`config.mk`:
```
export PLATFORM = sky130hd
export DESIGN_NAME = tps_front
export DESIGN_NICKNAME = d
export VERILOG_FILES = /design/src/rtl/tps_pkg.sv /design/src/rtl/tps_front.sv
export SDC_FILE = /design/constraint.sdc
export NUM_CORES = 1
export LEC_CHECK = 0
export ABC_AREA = 1
export BUFFER_PORTS_ARGS = -buffer_cell sky130_fd_sc_hd__buf_2
export CAP_MARGIN = 25
export CORE_AREA = 2 2 127 129
export DETAILED_ROUTE_END_ITERATION = 8
export DIE_AREA = 0 0 129 131
export PLACE_DENSITY = 0.55
export SETUP_SLACK_MARGIN = 0.5
export SYNTH_ARGS = -nofsm -noshare
export SYNTH_HDL_FRONTEND = slang
export SYNTH_SLANG_ARGS = --single-unit
export TNS_END_PERCENT = 5
```
`constraint.sdc`:
```
create_clock -name clock -period 1.48 [get_ports clock]
set_input_delay 0.296 -clock clock [delete_from_list [all_inputs] [get_ports clock]]
set_output_delay 0.296 -clock clock [all_outputs]
set_load 0.01 [all_outputs]
```
`src/rtl/tps_pkg.sv`:
```
// ----------------------------------------------------------------------------
// tps_pkg
// shared types and codes for the trajectory point search block
// ----------------------------------------------------------------------------
package tps_pkg;

   localparam int unsigned FIELD_BITS   = 24;
   localparam int unsigned TABLE_POINTS = 1024;
   localparam int unsigned INDEX_BITS   = 10;
   localparam int unsigned SQD_BITS     = 50;
   localparam int unsigned ROOT_BITS    = 25;

   typedef enum logic [2:0] {
      ACT_CLEAR   = 3'd0,
      ACT_APPEND  = 3'd1,
      ACT_NEAREST = 3'd2,
      ACT_LB_STA  = 3'd3,
      ACT_LB_TIME = 3'd4
   } action_type;

   typedef enum logic [1:0] {
      ST_OK    = 2'd0,
      ST_EMPTY = 2'd1,
      ST_FULL  = 2'd2
   } status_type;

   typedef enum logic [1:0] {
      OP_NONE    = 2'd0,
      OP_NEAREST = 2'd1,
      OP_LB_STA  = 2'd2,
      OP_LB_TIME = 2'd3
   } op_type;

   typedef struct packed {
      logic [2:0]                   action;
      logic signed [FIELD_BITS-1:0] coord_x;
      logic signed [FIELD_BITS-1:0] coord_y;
      logic [FIELD_BITS-1:0]        point_station;
      logic [FIELD_BITS-1:0]        point_time;
      logic [FIELD_BITS-1:0]        search_key;
   } req_type;

   typedef struct packed {
      logic [INDEX_BITS-1:0] found_index;
      logic [SQD_BITS-1:0]   squared_distance;
      logic [ROOT_BITS-1:0]  root_distance;
      logic [1:0]            status;
   } rsp_type;

   typedef struct packed {
      op_type                       op;
      logic [1:0]                   status;
      logic signed [FIELD_BITS-1:0] qx;
      logic signed [FIELD_BITS-1:0] qy;
      logic [FIELD_BITS-1:0]        key;
   } cmd_type;

   typedef enum logic [2:0] {
      BK_IDLE,
      BK_SCAN,
      BK_DRAIN,
      BK_ROOT,
      BK_DONE
   } back_state_type;

endpackage

```
`src/rtl/tps_front.sv`:
```
// ----------------------------------------------------------------------------
// tps_front
// takes requests, keeps the point count, writes appends, classifies queries
// ----------------------------------------------------------------------------
module tps_front #(
   parameter int unsigned MAX_POINTS = 1024,
   parameter int unsigned CNT_BITS   = 11,
   parameter int unsigned ADDR_BITS  = 10,
   parameter int unsigned VALUE_BITS = 24
) (
   input  logic                   clock,
   input  logic                   reset,
   input  logic                   req_valid,
   output logic                   req_ready,
   input  tps_pkg::req_type       req_data,
   input  logic                   back_busy,
   output logic                   cmd_valid,
   input  logic                   cmd_ready,
   output tps_pkg::cmd_type       cmd_data,
   output logic [CNT_BITS-1:0]    count,
   output logic                   wr_en,
   output logic [ADDR_BITS-1:0]   wr_addr,
   output logic [4*VALUE_BITS-1:0] wr_data
);
   import tps_pkg::*;

   logic [CNT_BITS-1:0] count_ff, count_in;
   logic                accept, full, hold;

   // table changes wait until no queued or running query can see them
   assign hold      = back_busy && (req_data.action inside {ACT_CLEAR, ACT_APPEND});
   assign req_ready = cmd_ready && !hold;
   assign accept    = req_valid && req_ready;
   assign full      = (count_ff >= CNT_BITS'(MAX_POINTS));
   assign count     = count_ff;
   assign cmd_valid = req_valid && !hold;

   always_comb begin
      count_in        = count_ff;
      wr_en           = 1'b0;
      cmd_data.op     = OP_NONE;
      cmd_data.status = ST_OK;
      cmd_data.qx     = req_data.coord_x;
      cmd_data.qy     = req_data.coord_y;
      cmd_data.key    = req_data.search_key;
      case (req_data.action)
         ACT_CLEAR: begin
            if (accept) count_in = '0;
         end
         ACT_APPEND: begin
            if (full) begin
               cmd_data.status = ST_FULL;
            end else begin
               wr_en = accept;
               if (accept) count_in = count_ff + 1'b1;
            end
         end
         ACT_NEAREST, ACT_LB_STA, ACT_LB_TIME: begin
            if (count_ff == '0) begin
               cmd_data.status = ST_EMPTY;
            end else begin
               case (req_data.action)
                  ACT_NEAREST: cmd_data.op = OP_NEAREST;
                  ACT_LB_STA:  cmd_data.op = OP_LB_STA;
                  default:     cmd_data.op = OP_LB_TIME;
               endcase
            end
         end
         default: ;
      endcase
   end

   assign wr_addr = count_ff[ADDR_BITS-1:0];
   assign wr_data = {VALUE_BITS'(req_data.coord_x), VALUE_BITS'(req_data.coord_y),
                     VALUE_BITS'(req_data.point_station), VALUE_BITS'(req_data.point_time)};

   always_ff @(posedge clock) begin
      if (reset) count_ff <= '0;
      else       count_ff <= count_in;
   end

endmodule

```
==> impl_results.md <==
* Status: finished, violations left
* Failing checks: setup timing
* F_max at 0.593 GHz
* First-pass GRT wire length at 7980 um
* Vias per cell at 3.12
* Synth unique cells at 27
* P_int at 0.000702 W
* Worst min-delay path category: input port to register
* CTS buffer count at 3
* Wire per inst at 13.8 um
* Max VDD drop at 371 uV
* Critical Path AT at 1.39 ns
* Most frequent cells after synthesis: 178 x buf_4, 30 x nor2_1, 25 x nand2_1
* Net Sw Power at 0.000198 W
* Die W at 129 um
* Final setup vio count at 4
* Initial antenna violation count at 1
* Min cycle time layout at 1.69 ns
* Critical path capture point type: output port
* Top-area cell type share of the netlist area at 60.9%
* Largest net degree at the start of global routing at 10
* Area leader, netlist: buf_4
* Vias in the first global route at 1361
* Post-CTS Hold Buffers at 0
* DP Wirelength at 4610 um
* Mean area per synthesized cell at 7.08 sq um
* Clock group share of total power at 55.7%
* #FFs+latches synth at 11
* Comb pwr share at 11.4%
* Skew final at 0.00266 ns
* Final Hold Viols at 0
* H-Tree Depth at 1
* Yosys synthesis warning count at 0
* N_diodes at 0
* Synth Net Count at 440
* # nets final at 321
* Final Util at 12.0%
* Worst Max-Slew Pin Slew at 0.233 ns
* Clock transition at path regs at 0.04 ns
* CP Max Fanout at 2
* Sequential cell area fraction in the yosys report at 10.0%
* RSZ-0062 raised after global routing: yes
* Clk sinks at 11
* Max FFs per register at 11
* EDFF count, synth at 0
* Post-route ant nets at 0
* Max cap viols at 0
* Residual DRC at 0
* WP data required at 1.18 ns
* Synth Flop Type: dfxtp_1
* LEAKAGE at 0.720 nW
* CTS root buf: clkbuf_16
* Worst skew pair latency at 0.24 ns
* CTS tree: built
* Final Power at 0.000900 W
* Setup ws final at -0.207 ns
* DR vias at 1265
* Count leader, synth: buf_4
* Area Overhead vs Synth at -15.1%
* Mapped Cells at 310
* I/O pins at 324
* Initial Utilization at 14.1%
* Placer's final routability congestion estimate at 0.751
* Critical path class: register to output port
* Max-slew headroom at 84.3%
* First drt pass iteration count at 4
* Global Route Usage Sum at 6.65%
* Die ar. at 16900 sq um
* Clock Path Buffers at 2
* DRT iter0 DRCs at 53
* Routed WL at 5620 um
* Total gr overflow at 0
* Die H at 131 um
* Share of post-route cells with drive strength above 1 at 54.7%
* CP Launch Type: register
* Final period utilization at 114%
* Async set-reset flop share out of synthesis at 0%
* Top cells by area, synth: buf_4 61%, dfxtp_1 10%, nor2_1 5.1%
* Port bufs at 35
* Power density cells at 483 nW/um^2
* Fraction of power spent switching nets at 22.0%
* Area of the mapped netlist at 2200 sq um
* Final Max Tran Viols at 0
* Row count at 46
* Sequential Power Share at 32.9%
* Core Footprint at 15600 sq um
## cell usage in the layout, fill, tap and decap left out, types with 3 or more instances in the layout
| cell | synthesis | layout |
|---|---|---|
| a21oi_1 | 7 | 7 |
| buf_2 | 1 | 13 |
| buf_4 | 178 | 8 |
| buf_6 | 1 | 31 |
| buf_8 | 0 | 4 |
| clkbuf_16 | 0 | 3 |
| dfxtp_2 | 0 | 10 |
| inv_1 | 16 | 14 |
| inv_2 | 2 | 3 |
| nand2_1 | 25 | 24 |
| nand2_4 | 2 | 3 |
| nand3_1 | 12 | 7 |
| nand3_2 | 2 | 5 |
| nand3_4 | 1 | 3 |
| nor2_1 | 30 | 25 |
| nor2_2 | 1 | 5 |
| nor2_4 | 3 | 4 |
## worst max-delay path, cell delays in order (launching register included)
cell and delay, ns:
dfxtp_2 0.32, or2_2 0.33, o31ai_2 0.29, nor2_1 0.07
buf_2 0.15
## metal layers
metal | part of all wire (%) | routed length (um) | GRT usage, %
met1 | 32 | 1780 | 5.87
met2 | 42 | 2340 | 8.87
met3 | 16 | 920 | 5.17
met4 | 10 | 563 | 7.86
met5 | 0.21 | 12 | 0
## final timing paths
kind	from	endpoint	slack, ns	depth (start not counted)
setup reg to reg	count[0]	count[6]	0.16	10
hold reg to reg	count[10]	count[10]	0.50	2
setup / recovery	count[2]	cmd_data[75]	-0.21	4
hold / removal	reset	count[4]	0.33	2
## power by group through the flow
stage / clock [W] / combinational, W / sequential [W]
5_1_grt: 0.000530 / 0.000112 / 0.000295
4_1_cts: 0.000509 / 0.000104 / 0.000296
3_3_place_gp: 0 / 0.0000930 / 0.000301
2_1_floorplan: 0 / 0.000518 / 0.000302
6_report: 0.000501 / 0.000103 / 0.000296
3_5_place_dp: 0 / 0.0000934 / 0.000301
## stage by stage
stage / hold WS, ns / setup WS [ns] / TNS, ns / cell area, sq um / std cells
2_1_floorplan: 0.358 / 0.0916 / 0 / 2240 / 310
3_3_place_gp: 0.526 / 0.0514 / 0 / 1460 / 399
3_5_place_dp: 0.533 / 0.0110 / 0 / 1460 / 399
4_1_cts: 0.323 / -0.221 / -0.640 / 1830 / 406
5_1_grt: 0.325 / -0.254 / -0.849 / 1860 / 406
6_report: 0.331 / -0.207 / -0.589 / 1860 / 406
## cell type report
| cell class | count | area (sq um) |
|---|---|---|
| Fill cell | 1792 | 13700 |
| Multi-Input combinational cell | 101 | 674 |
| Timing Repair Buffer | 56 | 534 |
| Tap cell | 216 | 270 |
| Sequential cell | 11 | 236 |
| Clock buffer | 4 | 78.8 |
| Inverter | 18 | 70.1 |
## logic make-up (layout without fill, tap and decap cells)
family                     Yosys count  count (layout)  share of synthesized area (%)
buffers and inverters              198              78                           64.7
DFF                                 11              11                           10.0
xor gates and xnor gates             1               1                          0.399
adders and majority gates            2               2                           1.14
and+or+nand+nor                     84              84                           20.2
AOI/OAI and AO/OA                   14              14                           3.53
## repair_timing
item,in CTS,in global routing
buffers inserted,3,0
gates resized for setup,63,10
pin swaps,30,25
hold endpoints to repair,0,0
endpoints found under the setup margin,39,39
(Power assumes the default switching activity.)
