**src/rtl/tps_pkg.sv**
```systemverilog
// ----------------------------------------------------------------------------
// tps_pkg
// shared types and codes for the trajectory point search block
// ----------------------------------------------------------------------------
package tps_pkg;

   localparam int unsigned FIELD_BITS   = 24;
   localparam int unsigned TABLE_POINTS = 1024;
   localparam int unsigned INDEX_BITS   = 10;
   localparam int unsigned SQD_BITS     = 50;
   localparam int unsigned ROOT_BITS    = 25;

   typedef enum logic [2:0] {
      ACT_CLEAR   = 3'd0,
      ACT_APPEND  = 3'd1,
      ACT_NEAREST = 3'd2,
      ACT_LB_STA  = 3'd3,
      ACT_LB_TIME = 3'd4
   } action_type;

   typedef enum logic [1:0] {
      ST_OK    = 2'd0,
      ST_EMPTY = 2'd1,
      ST_FULL  = 2'd2
   } status_type;

   typedef enum logic [1:0] {
      OP_NONE    = 2'd0,
      OP_NEAREST = 2'd1,
      OP_LB_STA  = 2'd2,
      OP_LB_TIME = 2'd3
   } op_type;

   typedef struct packed {
      logic [2:0]                   action;
      logic signed [FIELD_BITS-1:0] coord_x;
      logic signed [FIELD_BITS-1:0] coord_y;
      logic [FIELD_BITS-1:0]        point_station;
      logic [FIELD_BITS-1:0]        point_time;
      logic [FIELD_BITS-1:0]        search_key;
   } req_type;

   typedef struct packed {
      logic [INDEX_BITS-1:0] found_index;
      logic [SQD_BITS-1:0]   squared_distance;
      logic [ROOT_BITS-1:0]  root_distance;
      logic [1:0]            status;
   } rsp_type;

   typedef struct packed {
      op_type                       op;
      logic [1:0]                   status;
      logic signed [FIELD_BITS-1:0] qx;
      logic signed [FIELD_BITS-1:0] qy;
      logic [FIELD_BITS-1:0]        key;
   } cmd_type;

   typedef enum logic [2:0] {
      BK_IDLE,
      BK_SCAN,
      BK_DRAIN,
      BK_ROOT,
      BK_DONE
   } back_state_type;

endpackage

```
**src/rtl/tps_queue.sv**
```systemverilog
// ----------------------------------------------------------------------------
// tps_queue
// two-entry command queue between front and back
// ----------------------------------------------------------------------------
module tps_queue (
   input  logic             clock,
   input  logic             reset,
   input  logic             in_valid,
   output logic             in_ready,
   input  tps_pkg::cmd_type in_data,
   output logic             out_valid,
   input  logic             out_ready,
   output tps_pkg::cmd_type out_data
);
   import tps_pkg::*;

   cmd_type    mem_ff [2];
   logic       wp_ff, rp_ff;
   logic [1:0] cnt_ff;
   logic       push, pop;

   assign in_ready  = (cnt_ff != 2'd2);
   assign out_valid = (cnt_ff != 2'd0);
   assign out_data  = mem_ff[rp_ff];
   assign push      = in_valid && in_ready;
   assign pop       = out_valid && out_ready;

   always_ff @(posedge clock) begin
      if (push) mem_ff[wp_ff] <= in_data;
   end

   always_ff @(posedge clock) begin
      if (reset) begin
         wp_ff  <= 1'b0;
         rp_ff  <= 1'b0;
         cnt_ff <= '0;
      end else begin
         if (push) wp_ff <= ~wp_ff;
         if (pop)  rp_ff <= ~rp_ff;
         cnt_ff <= cnt_ff + {1'b0, push} - {1'b0, pop};
      end
   end

endmodule

```
**config.mk**
```make
export PLATFORM = sky130hd
export DESIGN_NAME = tps_queue
export DESIGN_NICKNAME = d
export VERILOG_FILES = /design/src/rtl/tps_pkg.sv /design/src/rtl/tps_queue.sv
export SDC_FILE = /design/constraint.sdc
export NUM_CORES = 1
export LEC_CHECK = 0
export ABC_AREA = 1
export BUFFER_PORTS_ARGS = -buffer_cell sky130_fd_sc_hd__buf_2
export CORE_MARGIN = 5
export CORE_UTILIZATION = 52
export DETAILED_ROUTE_END_ITERATION = 10
export PLACE_DENSITY = 0.82
export RECOVER_POWER = 50
export SLEW_MARGIN = 20
export SYNTH_ARGS = -nofsm -noshare
export SYNTH_HDL_FRONTEND = slang
export SYNTH_SLANG_ARGS = --single-unit
```
**constraint.sdc**
```tcl
create_clock -name clock -period 5.4 [get_ports clock]
set_clock_uncertainty 0.05 [all_clocks]
set_input_delay 0.27 -clock clock [delete_from_list [all_inputs] [get_ports clock]]
set_output_delay 0.27 -clock clock [all_outputs]
set_load 0.05 [all_outputs]
```
==> run_results.csv, run 1 <==
group,metric,value,unit
sta,fmax,283,MHz
logic_synthesis,synth_cells,273,
logic_synthesis,synth_area_leaders,"edfxtp_1, mux2_4, mux2_2",
worst_hold_path,hp-start,"in_data[47]",
logic_synthesis,synth_top_area_frac,0.776,
cts,cts.htree.levels,4,
power,total_power,4.19,mW
placement,pre_cts_slack,2890,ps
cts,cts_buffers,17,
routing,drc_errors,0,
global_routing,grt_pass1_wl,17700,microns
power,cellLeakagePower,3.03,nW
sta,layout_min_cycle_time,3540,ps
job,cap_violations,1,
cts,cts_root_buffer,"clkbuf_16",
finish,multi_input_area,1120,sq um
die,die-area,13500,sq um
power,power_density,519,nW/um^2
worst_hold_path,hold_path.class,"in2reg",
sta,setup_tns,0,ps
sta,setup-violations-final,0,
routing,viasPerCell,4.93,
worst_setup_path,r2r_slack,2880,ps
cts,cts_setup_buffers,0,
placement,dpl.cell_count,565,
sta,grt_setup_unrepaired,"no",
finish,fillers,678,
cts,clk_pin_slew_worst_paths,60,ps
logic_synthesis,ys_ff_latch,157,
logic_synthesis,yosysTopAreaCell,"edfxtp_1",
global_routing,grt-ovfl-total,0,
cts,cts_resized,0,
finish,layout-drive-gt1-share,0.378,
worst_setup_path,cp_max_fo,45,
global_routing,grt_pass1_vias,3562,
cts,hold_buffers,71,
logic_synthesis,synthesis.nets,355,
worst_setup_path,r2r_end,"mem_ff[0][22]",
sta,min_period_over_period,0.655,
worst_setup_path,worstSetupEndpointType,"output pin",
worst_setup_path,crit_type,"reg2out",
sta,hold_viol_final,0,
worst_setup_path,reg2regPathDepth,5,
die,die_y,116,microns
placement,place_congestion,0.719,
die,core,11000,sq um
finish,final_common_cell,"edfxtp_1",
global_routing,antenna_found_initial,1,
sta,tightest_slew,1560,ps
placement,post_dp_cell_area,6810,sq um
logic_synthesis,ys_types,13,
logic_synthesis,synth_seq_area_share,0.793,
die,initial_core_util,0.536,
logic_synthesis,syn_avg_cell_area,21.5,sq um
finish,layout_common_cells,"edfxtp_1, buf_2, dlygate4sd3_1",
worst_setup_path,worstPathRequired,5080,ps
sta,holdWs,73.3,ps
power,vdd_ir_drop_max,0.000387,V
routing,wl_per_cell,17.2,microns
worst_setup_path,crit_path_start_kind,"flop",
routing,route.vias.total,3305,
sta,setup_slack,1860,ps
logic_synthesis,syn-cell-area,5880,sq um
global_routing,grt.total_usage,0.178,
status,violations,"max-capacitance violations, max-slew violations",
cts,clock_path_buffers,2,
die,io_pins,158,
status,status,"finished, violations left",
global_routing,grt_max_degree,77,
placement,hpwl,6850,microns
die,fp.dieW,116,microns
placement,portBuffers,157,
routing,drt_wl_total,11500,microns
logic_synthesis,yosysWarnings,0,
finish,final_util,0.734,
worst_setup_path,reg2reg_from,"cnt_ff[0]",
worst_setup_path,crit_arrival,3220,ps
routing,ant_nets,0,
sta,relSlewSlack,-0.0389,
sta,maxSlewViolCount,33,
routing,drtPass1Iterations,4,
cts,cts_num_sinks,157,
finish,syn2layout_area_growth,37.1,%
cts,clock_latency,410,ps
finish,stdcell_area,8070,sq um
die,num_rows,38,
worst_hold_path,hold_end,"mem_ff[1][47]",
worst_hold_path,holdPathStages,1,
finish,nets,600,
finish,regArea,4660,sq um
cts,cts_tree,"yes",
routing,first_iter_violations,236,
finish,layoutNonFillerInstCount,670,
critical path: stages, from the launching register on:
cell	delay (ps)
dfxtp_1	1360
buf_4	770
mux2_2	410
buf_2	210
per-layer routing:
| metal | part of all wire | track usage | up-vias |
|---|---|---|---|
| li1 | - | - | 1552 |
| met1 | 0.38 | 0.206 | 1589 |
| met2 | 0.52 | 0.305 | 141 |
| met3 | 0.081 | 0.0580 | 23 |
| met4 | 0.018 | 0.0789 | 0 |
| met5 | 0 | 0 | - |
area by class of cell:
class	count	share of cell area
Sequential cell	157	0.578
Tap cell	140	0.0217
Multi-Input combinational cell	100	0.139
Timing Repair Buffer	234	0.182
Clock buffer	18	0.0532
Clock inverter	12	0.0213
Antenna cell	1	0.000310
Inverter	8	0.00388
cell families (layout without fill, tap and decap cells):
logic type / Yosys count / after routing / share of synthesized area
flops: 157 / 157 / 0.793
buf+inv: 16 / 272 / 0.0166
compound gates: 2 / 2 / 0.00170
simple gates: 20 / 20 / 0.0134
other cells: 0 / 1 / 0
mux: 76 / 76 / 0.171
fa+ha+maj: 2 / 2 / 0.00425
registers in the layout, indices dropped and copies added, names as in the netlist, named ones only:
register,cells
wp_ff,1
cnt_ff,2
rp_ff,1
mem_ff,152
power breakdown:
group,leakage (nW),internal [mW],switching (mW)
clock,0.291,0.765,0.439
combinational,1.28,0.417,0.949
sequential,1.46,1.54,0.0733
how the worst max path moves through the flow:
stage                    from             to  slack, ps  depth (start not counted)
floorplan           cnt_ff[0]   mem_ff[0][0]        740                          4
global placement    cnt_ff[0]  mem_ff[0][22]       2990                          5
detailed placement  cnt_ff[0]  mem_ff[0][19]       2890                          5
CTS                      flop    out_data[1]       2640                          3
global route             flop   out_data[18]       1650                          3
finish                   flop    out_data[1]       1860                          3
synth_stat cells, drive strengths merged:
cell	count
dfxtp	5
inv	8
mux2	76
buf	8
nand3	3
edfxtp	152
nor2	9
nand2	8
ha	2
a21oi	2
No activity file was read; power rests on OpenSTA's default activity.
==> run 2: changes to the inputs <==
==> constraint.sdc (replaced) <==
create_clock -name clock -period 3.3 [get_ports clock]
set_clock_uncertainty 0.05 [all_clocks]
set_input_delay 0.165 -clock clock [delete_from_list [all_inputs] [get_ports clock]]
set_output_delay 0.165 -clock clock [all_outputs]
set_load 0.05 [all_outputs]
==> run 2 against run 1 <==
  * The run still ends with max-capacitance violations, max-slew violations left
  * Design area up 0.53%
  * Wire length up 7.7%
  * Die area unchanged
  * Power up 62%
  * Count of clock-buffer cells in the layout up 1
  * Final cell count up 0.90%
  * Worst hold slack worse by 36 ps
  * Register-to-register slack worse by 2100 ps
  * Clock power up 56%
  * Sequential power up 64%
  * Worst setup slack worse by 1100 ps
  * Non-clock buffer count up 5
  * Critical path type is now reg2reg
  * Largest power group unchanged
==> run_results.csv, run 2 (synthesis gave the netlist of run 1 again) <==
group,metric,value,unit
routing,viasPerCell,5.02,
routing,ant_nets,0,
die,die-area,13500,sq um
worst_setup_path,critical_path_buf_inv_count,2,
status,status,"finished, violations left",
cts,cts_num_sinks,157,
sta,grt_setup_unrepaired,"no",
finish,final_common_cell,"edfxtp_1",
routing,route.vias.total,3395,
placement,pre_cts_slack,1350,ps
power,vdd_ir_drop_max,0.000625,V
worst_setup_path,critPathSlowestCell,"clkbuf_1",
sta,relSlewSlack,-0.207,
global_routing,antenna_found_initial,0,
sta,min_period_over_period,0.777,
worst_hold_path,hp-start,"out_ready",
cts,cts_resized,0,
die,io_pins,158,
finish,layoutNonFillerInstCount,676,
placement,post_dp_cell_area,6840,sq um
sta,setup_slack,737,ps
cts,cts.htree.levels,4,
sta,holdWs,37.5,ps
finish,largest_register,"mem_ff",
finish,layout-drive-gt1-share,0.375,
routing,drt_wl_total,12400,microns
finish,final_util,0.738,
worst_setup_path,cp_max_fo,31,
sta,layout_min_cycle_time,2560,ps
worst_setup_path,reg2reg_from,"cnt_ff[0]",
cts,cts_buffers,17,
placement,dpl.cell_count,566,
power,power_density,837,nW/um^2
finish,layout_common_cells,"edfxtp_1, buf_2, dlygate4sd3_1",
finish,antenna-diode-count,0,
worst_setup_path,worstPathRequired,3240,ps
sta,maxSlewViolCount,32,
cts,cts_root_buffer,"clkbuf_16",
status,violations,"max-capacitance violations, max-slew violations",
worst_setup_path,crit_top_cell,"nand2_1",
power,total_power,6.79,mW
global_routing,grt_pass1_vias,3684,
power,cellLeakagePower,3.03,nW
worst_setup_path,worstPathCellList,"inv_1 > nand2_1 > nand2_1 > nor2_4 > clkbuf_1",
routing,first_iter_violations,243,
cts,cts_setup_buffers,0,
finish,nets,605,
sta,fmax,390,MHz
cts,cts_tree,"yes",
worst_setup_path,worstSetupEndpointType,"flop",
placement,portBuffers,157,
routing,drc_errors,0,
global_routing,grt-ovfl-total,0,
worst_setup_path,crit_type,"reg2reg",
worst_setup_path,critPathTopFamily,"buffers and inverters",
die,core,11000,sq um
placement,place_congestion,0.734,
sta,tightest_slew,1810,ps
die,initial_core_util,0.536,
placement,hpwl,7370,microns
job,cap_violations,1,
finish,largest_reg_flops,152,
global_routing,grt_max_degree,50,
finish,syn2layout_area_growth,37.9,%
die,num_rows,38,
global_routing,grt.total_usage,0.186,
die,fp.dieW,116,microns
worst_setup_path,crit_arrival,2510,ps
global_routing,grt_pass1_wl,18700,microns
finish,fillers,660,
worst_hold_path,hold_path.class,"in2reg",
sta,setup_tns,0,ps
sta,setup-violations-final,0,
routing,wl_per_cell,18.4,microns
cts,clk_pin_slew_worst_paths,60,ps
worst_setup_path,crit_path_start_kind,"flop",
worst_setup_path,critPathMaxStageDelay,1300,ps
cts,clock_path_buffers,2,
die,die_y,116,microns
cts,clock_latency,400,ps
sta,hold_viol_final,0,
worst_setup_path,cp-startpoint,"cnt_ff[0]",
finish,largestRegisters,"mem_ff x152, cnt_ff x2",
routing,drtPass1Iterations,5,
finish,stdcell_area,8110,sq um
run 2: worst paths after layout:
path                   endpoint  slack (ps)  depth (start not counted)
hold / removal             flop          40                          4
hold reg to reg           rp_ff         470                          2
setup reg to reg  mem_ff[0][55]         740                          5
setup / recovery  mem_ff[0][55]         740                          5
run 2: report_power, final:
group | internal [mW] | switching, mW | leakage (nW) | total [mW]
combinational | 0.693 | 1.57 | 1.30 | 2.26
sequential | 2.53 | 0.126 | 1.46 | 2.66
clock | 1.12 | 0.750 | 0.272 | 1.87
run 2: cell type report:
cell class / instances / area, sq um / share of cell area
Clock buffer: 19 / 433 / 0.0534
Multi-Input combinational cell: 100 / 1130 / 0.139
Tap cell: 140 / 175 / 0.0216
Inverter: 8 / 31.3 / 0.00386
Clock inverter: 13 / 140 / 0.0173
Timing Repair Buffer: 239 / 1530 / 0.189
Sequential cell: 157 / 4670 / 0.576
run 2: routing by layer:
metal,GRT usage,vias up,part of all wire
met4,0.0650,0,0.022
met2,0.325,150,0.51
li1,-,1566,-
met5,0,-,0
met3,0.0580,26,0.081
met1,0.217,1653,0.38
run 2: worst register-to-register path, delay by kind of cell (launching register included):
family                 cells  cell delay [ps]
buffers and inverters      2             1370
flip-flops                 1              360
AND/OR/NAND/NOR            3              350
run 2: timing repair:
item                       CTS  global route
hold endpoints to repair   155             0
setup endpoints to repair    0             0
hold buffers                78             0
==> run 3: changes to the inputs <==
==> constraint.sdc (replaced) <==
create_clock -name clock -period 2.7 [get_ports clock]
set_clock_uncertainty 0.05 [all_clocks]
set_input_delay 0.135 -clock clock [delete_from_list [all_inputs] [get_ports clock]]
set_output_delay 0.135 -clock clock [all_outputs]
set_load 0.05 [all_outputs]
==> run 3 against run 2 <==
  * The flow now finishes without violations
  * Critical path type is now reg2out
  * Worst setup slack got worse by 4.6 ps
  * Sequential share of layout area decreased by 0.12 points
  * Combinational power increased by 25%
  * Sequential power increased by 20%
  * First-iteration DRC count decreased by 18%
  * Wire length decreased by 3.3%
==> run_results.csv, run 3 (synthesis gave the netlist of run 1 again) <==
group,metric,value,unit
cts,cts.htree.levels,4,
worst_setup_path,r2r_end,"mem_ff[0][55]",
global_routing,grt_pass1_vias,3703,
worst_setup_path,worstSetupEndpointType,"output pin",
die,die-area,13500,sq um
sta,layout_min_cycle_time,1970,ps
global_routing,antenna_found_initial,0,
global_routing,grt_pass1_wl,18200,microns
worst_setup_path,reg2reg_from,"cnt_ff[0]",
finish,antenna-diode-count,0,
cts,clk_pin_slew_worst_paths,60,ps
die,die_y,116,microns
finish,layoutNonFillerInstCount,679,
placement,portBuffers,157,
cts,hold_buffers,79,
sta,min_period_over_period,0.729,
finish,largestRegisters,"mem_ff x152, cnt_ff x2",
sta,hold_viol_final,0,
finish,final_util,0.740,
finish,layout-drive-gt1-share,0.364,
placement,place_congestion,0.772,
sta,setup-violations-final,0,
placement,hpwl,7370,microns
cts,clock_latency,400,ps
worst_hold_path,hold_path.class,"in2reg",
cts,cts_tree,"yes",
worst_setup_path,crit_type,"reg2out",
worst_setup_path,crit_arrival,1780,ps
cts,cts_setup_buffers,0,
routing,drc_errors,0,
worst_setup_path,critPathMaxStageDelay,410,ps
finish,stdcell_area,8130,sq um
worst_setup_path,reg2regPathDepth,5,
die,core,11000,sq um
routing,drtPass1Iterations,4,
power,power_density,1030,nW/um^2
cts,cts_root_buffer,"clkbuf_16",
worst_setup_path,cp_max_fo,22,
sta,relSlewSlack,0.486,
worst_setup_path,critPathTopFamily,"buffers and inverters",
status,status,"completed",
finish,largest_register,"mem_ff",
routing,ant_nets,0,
cts,clock_path_buffers,2,
die,fp.dieW,116,microns
cts,cts_resized,0,
worst_setup_path,critPathSlowestCell,"dfxtp_4",
routing,viasPerCell,4.97,
sta,holdWs,402,ps
placement,pre_cts_slack,931,ps
worst_setup_path,cp.depth,3,
sta,setup_slack,733,ps
routing,route.vias.total,3375,
power,cellLeakagePower,3.03,nW
placement,post_dp_cell_area,6850,sq um
finish,nets,608,
placement,dpl.cell_count,568,
routing,first_iter_violations,200,
worst_setup_path,worstPathCellList,"buf_4 > mux2_2 > buf_2",
worst_setup_path,critical_path_buf_inv_count,2,
worst_setup_path,worstPathRequired,2520,ps
cts,cts_buffers,17,
finish,syn2layout_area_growth,38.2,%
global_routing,grt-ovfl-total,0,
sta,grt_setup_unrepaired,"no",
finish,largest_reg_flops,152,
finish,layout_common_cells,"edfxtp_1, buf_2, dlygate4sd3_1",
die,num_rows,38,
power,total_power,8.34,mW
cts,cts_num_sinks,157,
power,vdd_ir_drop_max,0.000716,V
worst_setup_path,r2r_slack,850,ps
worst_setup_path,cp-endpoint,"out_data[28]",
sta,maxSlewViolCount,0,
finish,final_common_cell,"edfxtp_1",
sta,fmax,508,MHz
routing,drt_wl_total,12000,microns
sta,setup_tns,0,ps
sta,tightest_slew,771,ps
die,initial_core_util,0.536,
routing,wl_per_cell,17.7,microns
global_routing,grt_max_degree,48,
worst_setup_path,crit_path_start_kind,"flop",
job,cap_violations,0,
global_routing,grt.total_usage,0.181,
die,io_pins,158,
run 3: cell count changes in the layout (fill, tap and decap cells not counted), sizes merged:
cell / before / now
clkbuf: 88 / 96
buf: 92 / 88
inv: 10 / 8
bufinv: 2 / 3
clkinv: 6 / 5
dlygate4sd3: 78 / 79
run 3: area by class of cell:
class | instances | area (sq um)
Tap cell | 140 | 175
Inverter | 8 | 33.8
Timing Repair Buffer | 242 | 1540
Multi-Input combinational cell | 100 | 1130
Clock buffer | 21 | 440
Clock inverter | 11 | 141
Fill cell | 663 | 2860
Sequential cell | 157 | 4670
run 3: worst min-delay path, cell delays in order:
cell           delay [ps]
dlygate4sd3_1         530
buf_2                 110
nor2_1                 40
run 3: how the worst min path moves through the flow:
stage / start / slack (ps) / cells past startpoint / to
floorplan: reset / 160 / 1 / cnt_ff[0]
global placement: reset / 250 / 2 / cnt_ff[0]
detailed placement: reset / 270 / 2 / cnt_ff[0]
CTS: reset / 360 / 3 / cnt_ff[0]
global route: reset / 400 / 3 / cnt_ff[0]
finish: reset / 400 / 3 / cnt_ff[0]
run 3: where the power goes:
group,switching [mW],internal [mW],leakage (nW),total (mW)
clock,0.864,1.45,0.279,2.31
sequential,0.112,3.09,1.46,3.20
combinational,1.98,0.844,1.29,2.82
run 3: per-layer routing:
layer,track usage,vias up,wire (microns)
li1,-,1572,-
met1,0.205,1635,4670
met2,0.323,150,6220
met3,0.0492,18,953
met4,0.0742,0,161
met5,0,-,0
